--- config.mk ---
export PLATFORM = sky130hd
export DESIGN_NAME = smx_div
export DESIGN_NICKNAME = d
export VERILOG_FILES = /design/src/hw/rtl/smx_pkg.sv /design/src/hw/rtl/smx_div.sv
export SDC_FILE = /design/constraint.sdc
export NUM_CORES = 1
export LEC_CHECK = 0
export CORE_UTILIZATION = 55
export DETAILED_ROUTE_END_ITERATION = 8
export DONT_BUFFER_PORTS = 1
export PLACE_DENSITY = 0.72
export SLEW_MARGIN = 20
export SYNTH_ARGS = -nofsm -noshare
export SYNTH_HDL_FRONTEND = slang
export SYNTH_SLANG_ARGS = --single-unit
export TNS_END_PERCENT = 5
--- constraint.sdc ---
create_clock -name clk -period 5 [get_ports clk]
set_clock_uncertainty 0.2 [all_clocks]
set_input_delay 0.5 -clock clk [delete_from_list [all_inputs] [get_ports clk]]
set_output_delay 0.5 -clock clk [all_outputs]
set_load 0.1 [all_outputs]
--- src/hw/rtl/smx_pkg.sv ---
package smx_pkg;

  localparam int DATA_DEPTH  = 64;
  localparam int FRAME_DEPTH = 64;
  localparam int MEM_WORDS   = 64;
  localparam int PROG_WORDS  = 1024;

  localparam int VAL_W  = 32;
  localparam int TAG_W  = 3;
  localparam int PC_W   = 10;
  localparam int FUNC_W = 5;
  localparam int FLT_W  = 3;

  localparam int DA_W = $clog2(DATA_DEPTH);
  localparam int DP_W = $clog2(DATA_DEPTH + 1);
  localparam int FA_W = $clog2(FRAME_DEPTH);
  localparam int FP_W = $clog2(FRAME_DEPTH + 1);
  localparam int MA_W = (MEM_WORDS > 1) ? $clog2(MEM_WORDS) : 1;

  localparam logic [FUNC_W-1:0] OP_PUSH = 5'd0;
  localparam logic [FUNC_W-1:0] OP_POP  = 5'd1;
  localparam logic [FUNC_W-1:0] OP_DUP  = 5'd2;
  localparam logic [FUNC_W-1:0] OP_ADD  = 5'd3;
  localparam logic [FUNC_W-1:0] OP_SUB  = 5'd4;
  localparam logic [FUNC_W-1:0] OP_MUL  = 5'd5;
  localparam logic [FUNC_W-1:0] OP_DIV  = 5'd6;
  localparam logic [FUNC_W-1:0] OP_JMP  = 5'd7;
  localparam logic [FUNC_W-1:0] OP_JIT  = 5'd8;
  localparam logic [FUNC_W-1:0] OP_JIF  = 5'd9;
  localparam logic [FUNC_W-1:0] OP_CALL = 5'd10;
  localparam logic [FUNC_W-1:0] OP_RET  = 5'd11;
  localparam logic [FUNC_W-1:0] OP_EQ   = 5'd12;
  localparam logic [FUNC_W-1:0] OP_GT   = 5'd13;
  localparam logic [FUNC_W-1:0] OP_GE   = 5'd14;
  localparam logic [FUNC_W-1:0] OP_LT   = 5'd15;
  localparam logic [FUNC_W-1:0] OP_LE   = 5'd16;
  localparam logic [FUNC_W-1:0] OP_NE   = 5'd17;
  localparam logic [FUNC_W-1:0] OP_STO  = 5'd18;
  localparam logic [FUNC_W-1:0] OP_RCL  = 5'd19;
  localparam logic [FUNC_W-1:0] OP_END  = 5'd20;
  localparam logic [FUNC_W-1:0] OP_PRN  = 5'd21;
  localparam logic [FUNC_W-1:0] OP_STL  = 5'd22;
  localparam logic [FUNC_W-1:0] OP_RCE  = 5'd23;
  localparam logic [FUNC_W-1:0] OP_ALC  = 5'd24;
  localparam logic [FUNC_W-1:0] OP_FRE  = 5'd25;

  localparam logic [FLT_W-1:0] FLT_OK    = 3'd0;
  localparam logic [FLT_W-1:0] FLT_UNDER = 3'd1;
  localparam logic [FLT_W-1:0] FLT_OVER  = 3'd2;
  localparam logic [FLT_W-1:0] FLT_DIV0  = 3'd3;
  localparam logic [FLT_W-1:0] FLT_ADDR  = 3'd4;

  typedef struct packed {
    logic [TAG_W-1:0] tag;
    logic [VAL_W-1:0] val;
  } cell_t;

  typedef struct packed {
    logic [FUNC_W-1:0]       func;
    logic signed [VAL_W-1:0] arg_value;
    logic [TAG_W-1:0]        arg_tag;
  } cmd_t;

  typedef struct packed {
    logic [PC_W-1:0]         next_address;
    logic                    halted;
    logic                    print_valid;
    logic [TAG_W-1:0]        print_tag;
    logic signed [VAL_W-1:0] print_value;
    logic [FLT_W-1:0]        fault;
  } res_t;

endpackage

--- src/hw/rtl/smx_div.sv ---
module smx_div (
  input  logic                             clk,
  input  logic                             rst,
  input  logic                             start,
  input  logic signed [smx_pkg::VAL_W-1:0] dividend,
  input  logic signed [smx_pkg::VAL_W-1:0] divisor,
  output logic        [smx_pkg::VAL_W-1:0] quotient,
  output logic                             done
);

  localparam int CNT_W = $clog2(smx_pkg::VAL_W + 1);

  logic [CNT_W-1:0]          cnt;
  logic [smx_pkg::VAL_W-1:0] rem;
  logic [smx_pkg::VAL_W-1:0] quo;
  logic [smx_pkg::VAL_W-1:0] dvs;
  logic                      neg;
  logic [smx_pkg::VAL_W:0]   trial;

  assign trial = {rem, quo[smx_pkg::VAL_W-1]} - {1'b0, dvs};

  always_ff @(posedge clk) begin
    if (rst) begin
      cnt  <= '0;
      done <= 1'b0;
    end else if (start) begin
      cnt  <= CNT_W'(smx_pkg::VAL_W);
      done <= 1'b0;
    end else if (cnt != '0) begin
      cnt <= cnt - CNT_W'(1);
      if (cnt == CNT_W'(1)) begin
        done <= 1'b1;
      end
    end
  end

  always_ff @(posedge clk) begin
    if (start) begin
      rem <= '0;
      quo <= dividend[smx_pkg::VAL_W-1] ? (~dividend + 1'b1) : dividend;
      dvs <= divisor[smx_pkg::VAL_W-1] ? (~divisor + 1'b1) : divisor;
      neg <= dividend[smx_pkg::VAL_W-1] ^ divisor[smx_pkg::VAL_W-1];
    end else if (cnt != '0) begin
      if (!trial[smx_pkg::VAL_W]) begin
        rem <= trial[smx_pkg::VAL_W-1:0];
        quo <= {quo[smx_pkg::VAL_W-2:0], 1'b1};
      end else begin
        rem <= {rem[smx_pkg::VAL_W-2:0], quo[smx_pkg::VAL_W-1]};
        quo <= {quo[smx_pkg::VAL_W-2:0], 1'b0};
      end
    end
  end

  assign quotient = neg ? (~quo + 1'b1) : quo;

endmodule

==> metrics.txt <==
# TYPE chip_impl_metric gauge
chip_impl_info{name="outcome",value="finished clean"} 1
chip_impl_metric{name="postLayoutSetupSlackWorst",unit="ns"} 0.276
chip_impl_metric{name="timing.fmax",unit="MHz"} 212
chip_impl_metric{name="grt_pass1_wl",unit="mm"} 29.2
chip_impl_metric{name="place_congestion",unit=""} 0.906
chip_impl_metric{name="critical_path_peak_fanout",unit=""} 4
chip_impl_metric{name="max_cap_violations",unit=""} 0
chip_impl_metric{name="tns",unit="ns"} 0
chip_impl_metric{name="synth.ff_latch_count",unit=""} 104
chip_impl_metric{name="grt_start_max_net_pins",unit=""} 139
chip_impl_metric{name="relSlewSlack",unit="%"} 22.0
chip_impl_info{name="crit_path_end_kind",value="output pin"} 1
chip_impl_info{name="worst_r2r_endpoint",value="rem[8]"} 1
chip_impl_info{name="grt_setup_unrepaired",value="no"} 1
chip_impl_metric{name="grt.overflow.total",unit=""} 0
chip_impl_info{name="worst_path_max_delay_cell",value="o31ai_1"} 1
chip_impl_metric{name="cp_data_arrival_time",unit="ns"} 4.02
chip_impl_metric{name="design.die.area",unit="mm²"} 0.0145
chip_impl_metric{name="globalRouteTotalUtil",unit="%"} 25.5
chip_impl_info{name="setup.worst_path.class",value="reg2out"} 1
chip_impl_metric{name="synthesis.nets",unit=""} 1016
chip_impl_metric{name="critical-path-max-stage-delay",unit="ns"} 0.55
chip_impl_metric{name="insertion_delay",unit="ns"} 0.35
chip_impl_metric{name="ant_nets",unit=""} 0
chip_impl_metric{name="power_consumption",unit="mW"} 4.80
chip_impl_metric{name="placement_rows",unit=""} 42
chip_impl_metric{name="power_leakage",unit="nW"} 3.36
chip_impl_info{name="tritoncts",value="done"} 1
chip_impl_metric{name="r2r.worst_path.cells",unit=""} 14
chip_impl_metric{name="antenna_fix_cells",unit=""} 0
chip_impl_metric{name="core_box_area",unit="mm²"} 0.0135
chip_impl_metric{name="layout-area-overhead-vs-synth",unit="%"} 12.1
chip_impl_metric{name="post_drt_via_cell_ratio",unit=""} 6.08
chip_impl_metric{name="drt-wirelength-per-cell",unit="µm"} 16.8
chip_impl_info{name="endpoint",value="quotient[28]"} 1
chip_impl_metric{name="dpl_cell_area",unit="mm²"} 0.00836
chip_impl_metric{name="place.port_buffers",unit=""} 0
chip_impl_metric{name="drt_pass1_iterations",unit=""} 6
chip_impl_metric{name="measured_slew_at_the_worst_slew_check_pin",unit="ns"} 1.17
chip_impl_metric{name="cell_count_after_placement",unit=""} 1067
chip_impl_metric{name="final_core_util",unit="%"} 64.2
chip_impl_metric{name="fp.dieH",unit="µm"} 121
chip_impl_metric{name="netlist_instances",unit=""} 911
chip_impl_info{name="holdCritPathClass",value="in2reg"} 1
chip_impl_metric{name="clock_path_buffers",unit=""} 2
chip_impl_info{name="timing.critical_path.mode_cell",value="or3_4"} 1
chip_impl_info{name="synth_flop_cell",value="edfxtp_1"} 1
chip_impl_metric{name="cts.reportedPaths.clkPinSlew",unit="ns"} 0.07
chip_impl_metric{name="yosys_warnings",unit=""} 0
chip_impl_metric{name="synth_edf_count",unit=""} 65
chip_impl_metric{name="final.hold.worst_slack",unit="ns"} 0.0403
chip_impl_metric{name="post_synth_instance_area",unit="mm²"} 0.00774
chip_impl_metric{name="powerDensity",unit="mW/mm²"} 553
chip_impl_metric{name="place_worst_setup_slack",unit="ns"} 0.657
chip_impl_metric{name="hold_violations",unit=""} 0
chip_impl_metric{name="numCtsBuffers",unit=""} 9
chip_impl_metric{name="layout-drive-gt1-share",unit="%"} 9.58
chip_impl_info{name="critical_path.startpoint_type",value="flip-flop"} 1
chip_impl_metric{name="final_min_period_over_clock_period",unit="%"} 94.5
chip_impl_metric{name="pin_count",unit=""} 100
chip_impl_metric{name="route.vias.total",unit=""} 6590
chip_impl_metric{name="vias_in_the_first_global_route",unit=""} 6217
chip_impl_metric{name="initial_core_util",unit="%"} 57.3
chip_impl_metric{name="floorplan.die.width",unit="µm"} 121
chip_impl_metric{name="worst-endpoint-required",unit="ns"} 4.30
chip_impl_metric{name="cts_hold_buffers",unit=""} 1
chip_impl_info{name="cp-startpoint",value="quo[8]"} 1
chip_impl_metric{name="design_area",unit="mm²"} 0.00867
chip_impl_info{name="worstPathCellList",value="or3_4 > or4_4 > or3_4 > or4_1 > or2_4 > or3_4 > o31ai_1 > xnor2_4"} 1
chip_impl_metric{name="detail_route.wirelength",unit="mm"} 18.2
chip_impl_info{name="clockRootBuffer",value="clkbuf_16"} 1
chip_impl_metric{name="setup.reg_to_reg.worst_slack",unit="ns"} 0.70
chip_impl_metric{name="synth_area_per_cell",unit="µm²"} 8.49
chip_impl_metric{name="post_cts.repair.setup_buffers",unit=""} 0
chip_impl_metric{name="async_flop_share",unit="%"} 0
chip_impl_metric{name="clock-sinks",unit=""} 104
chip_impl_info{name="timing.rr.start",value="quo[31]"} 1
chip_impl_metric{name="drt_drc_violations_left",unit=""} 0
chip_impl_metric{name="cts_repair_resize_count",unit=""} 0
chip_impl_metric{name="nNetsFinal",unit=""} 1008
chip_impl_metric{name="synthDistinctLibCells",unit=""} 59
chip_impl_metric{name="clock_tree.htree_level_count",unit=""} 3
chip_impl_metric{name="place_hpwl",unit="mm"} 13.5
chip_impl_metric{name="antenna_violations_before_repair",unit=""} 0
chip_impl_metric{name="timing.final.crit_period",unit="ns"} 4.72
chip_impl_metric{name="ir_worst_vdd",unit="V"} 0.000263
chip_impl_metric{name="report.final.setup_viol",unit=""} 0
chip_impl_metric{name="report.final.slew_viol_count",unit=""} 0
chip_impl_metric{name="seq_area_frac_synth",unit="%"} 35.3
chip_impl_metric{name="detailedRoute.firstIterationViolations",unit=""} 405
chip_impl_metric{name="final_cell_count_no_fill",unit=""} 1084
-- cells in the mapped netlist (9+ instances only) --
| cell | instances | share of area [%] |
|---|---|---|
| a21o_1 | 11 | 1.1 |
| a21oi_1 | 65 | 4.2 |
| a311oi_1 | 24 | 2.7 |
| clkbuf_1 | 40 | 1.9 |
| dfxtp_1 | 39 | 10 |
| edfxtp_1 | 65 | 25 |
| ha_1 | 37 | 6.0 |
| inv_1 | 52 | 2.5 |
| nand2_1 | 108 | 5.2 |
| nand2b_1 | 9 | 0.73 |
| nand3_1 | 11 | 0.71 |
| nand3b_1 | 9 | 0.87 |
| nor2_1 | 90 | 4.4 |
| nor3_1 | 18 | 1.2 |
| nor4_1 | 9 | 0.73 |
| o21ai_0 | 42 | 2.7 |
| o31ai_1 | 28 | 2.7 |
| o41ai_1 | 13 | 1.5 |
| or3_1 | 18 | 1.5 |
| or4_1 | 12 | 1.2 |
| xnor2_1 | 79 | 8.9 |
| xor2_1 | 39 | 4.4 |
-- flip-flops by register name (all words and copies together), names as in the netlist --
signal	flops
neg	1
quo	32
cnt	6
dvs	32
done	1
rem	32
-- layout make-up --
class                           instances  area [µm²]
Fill cell                            1127        4830
Clock buffer                           11         233
Sequential cell                       104        2730
Inverter                               52         195
Timing Repair Buffer                   27         205
Tap cell                              176         220
Multi-Input combinational cell        709        5020
Clock inverter                          5        71.3
-- kinds of logic after synthesis --
kind of cell	share of synthesized area [%]
buf+inv	4.85
simple gates	19.5
mux	0.259
xor+xnor	13.6
fa+ha+maj	6.24
flops	35.3
compound gates	20.2
-- critical path, delay by kind of cell (launching register included) --
kind | cells | cell delay [ns]
xor gates and xnor gates | 1 | 0.37
and+or+nand+nor | 6 | 2.29
DFF | 1 | 0.47
AOI/OAI and AO/OA | 1 | 0.55
-- cell usage in the layout, fill, tap and decap left out, types with 13 or more instances in the layout --
cell and n:
inv_1 52, nor2_1 90, a21oi_1 65, o41ai_1 13, xnor2_1 49, o21ai_0 41
xnor2_4 13, a311oi_1 24, ha_1 37, o31ai_1 28, buf_4 26, edfxtp_1 65
dfxtp_1 39, xor2_1 38, nand2_1 107, or3_1 18, nor3_1 18, xnor2_2 18
-- metal layers --
| layer | up-vias | wire (µm) | part of all wire, % | global-route usage (%) |
|---|---|---|---|---|
| li1 | 3268 | - | - | - |
| met1 | 3056 | 7730 | 42 | 31.2 |
| met2 | 230 | 8720 | 48 | 42.8 |
| met3 | 36 | 1240 | 6.8 | 5.61 |
| met4 | 0 | 505 | 2.8 | 11.7 |
| met5 | - | 0 | 0 | 0 |
-- worst min-delay path by stage --
stage | slack [ns] | to | from | cells past startpoint
2_1_floorplan | 0.26 | cnt[4] | cnt[4] | 2
3_3_place_gp | 0.27 | cnt[4] | cnt[4] | 2
3_5_place_dp | 0.29 | rem[13] | rem[12] | 2
4_1_cts | 0.02 | rem[14] | start | 1
5_1_grt | 0.02 | rem[18] | start | 1
6_report | 0.04 | dvs[0] | divisor[0] | 0
-- power breakdown --
part / leakage, nW / total [mW] / switching, mW / internal, mW
clock network: 0.146 / 0.737 / 0.302 / 0.434
logic: 2.25 / 2.68 / 1.77 / 0.908
registers: 0.964 / 1.38 / 0.230 / 1.15
Power figures use the tool's default switching activity.
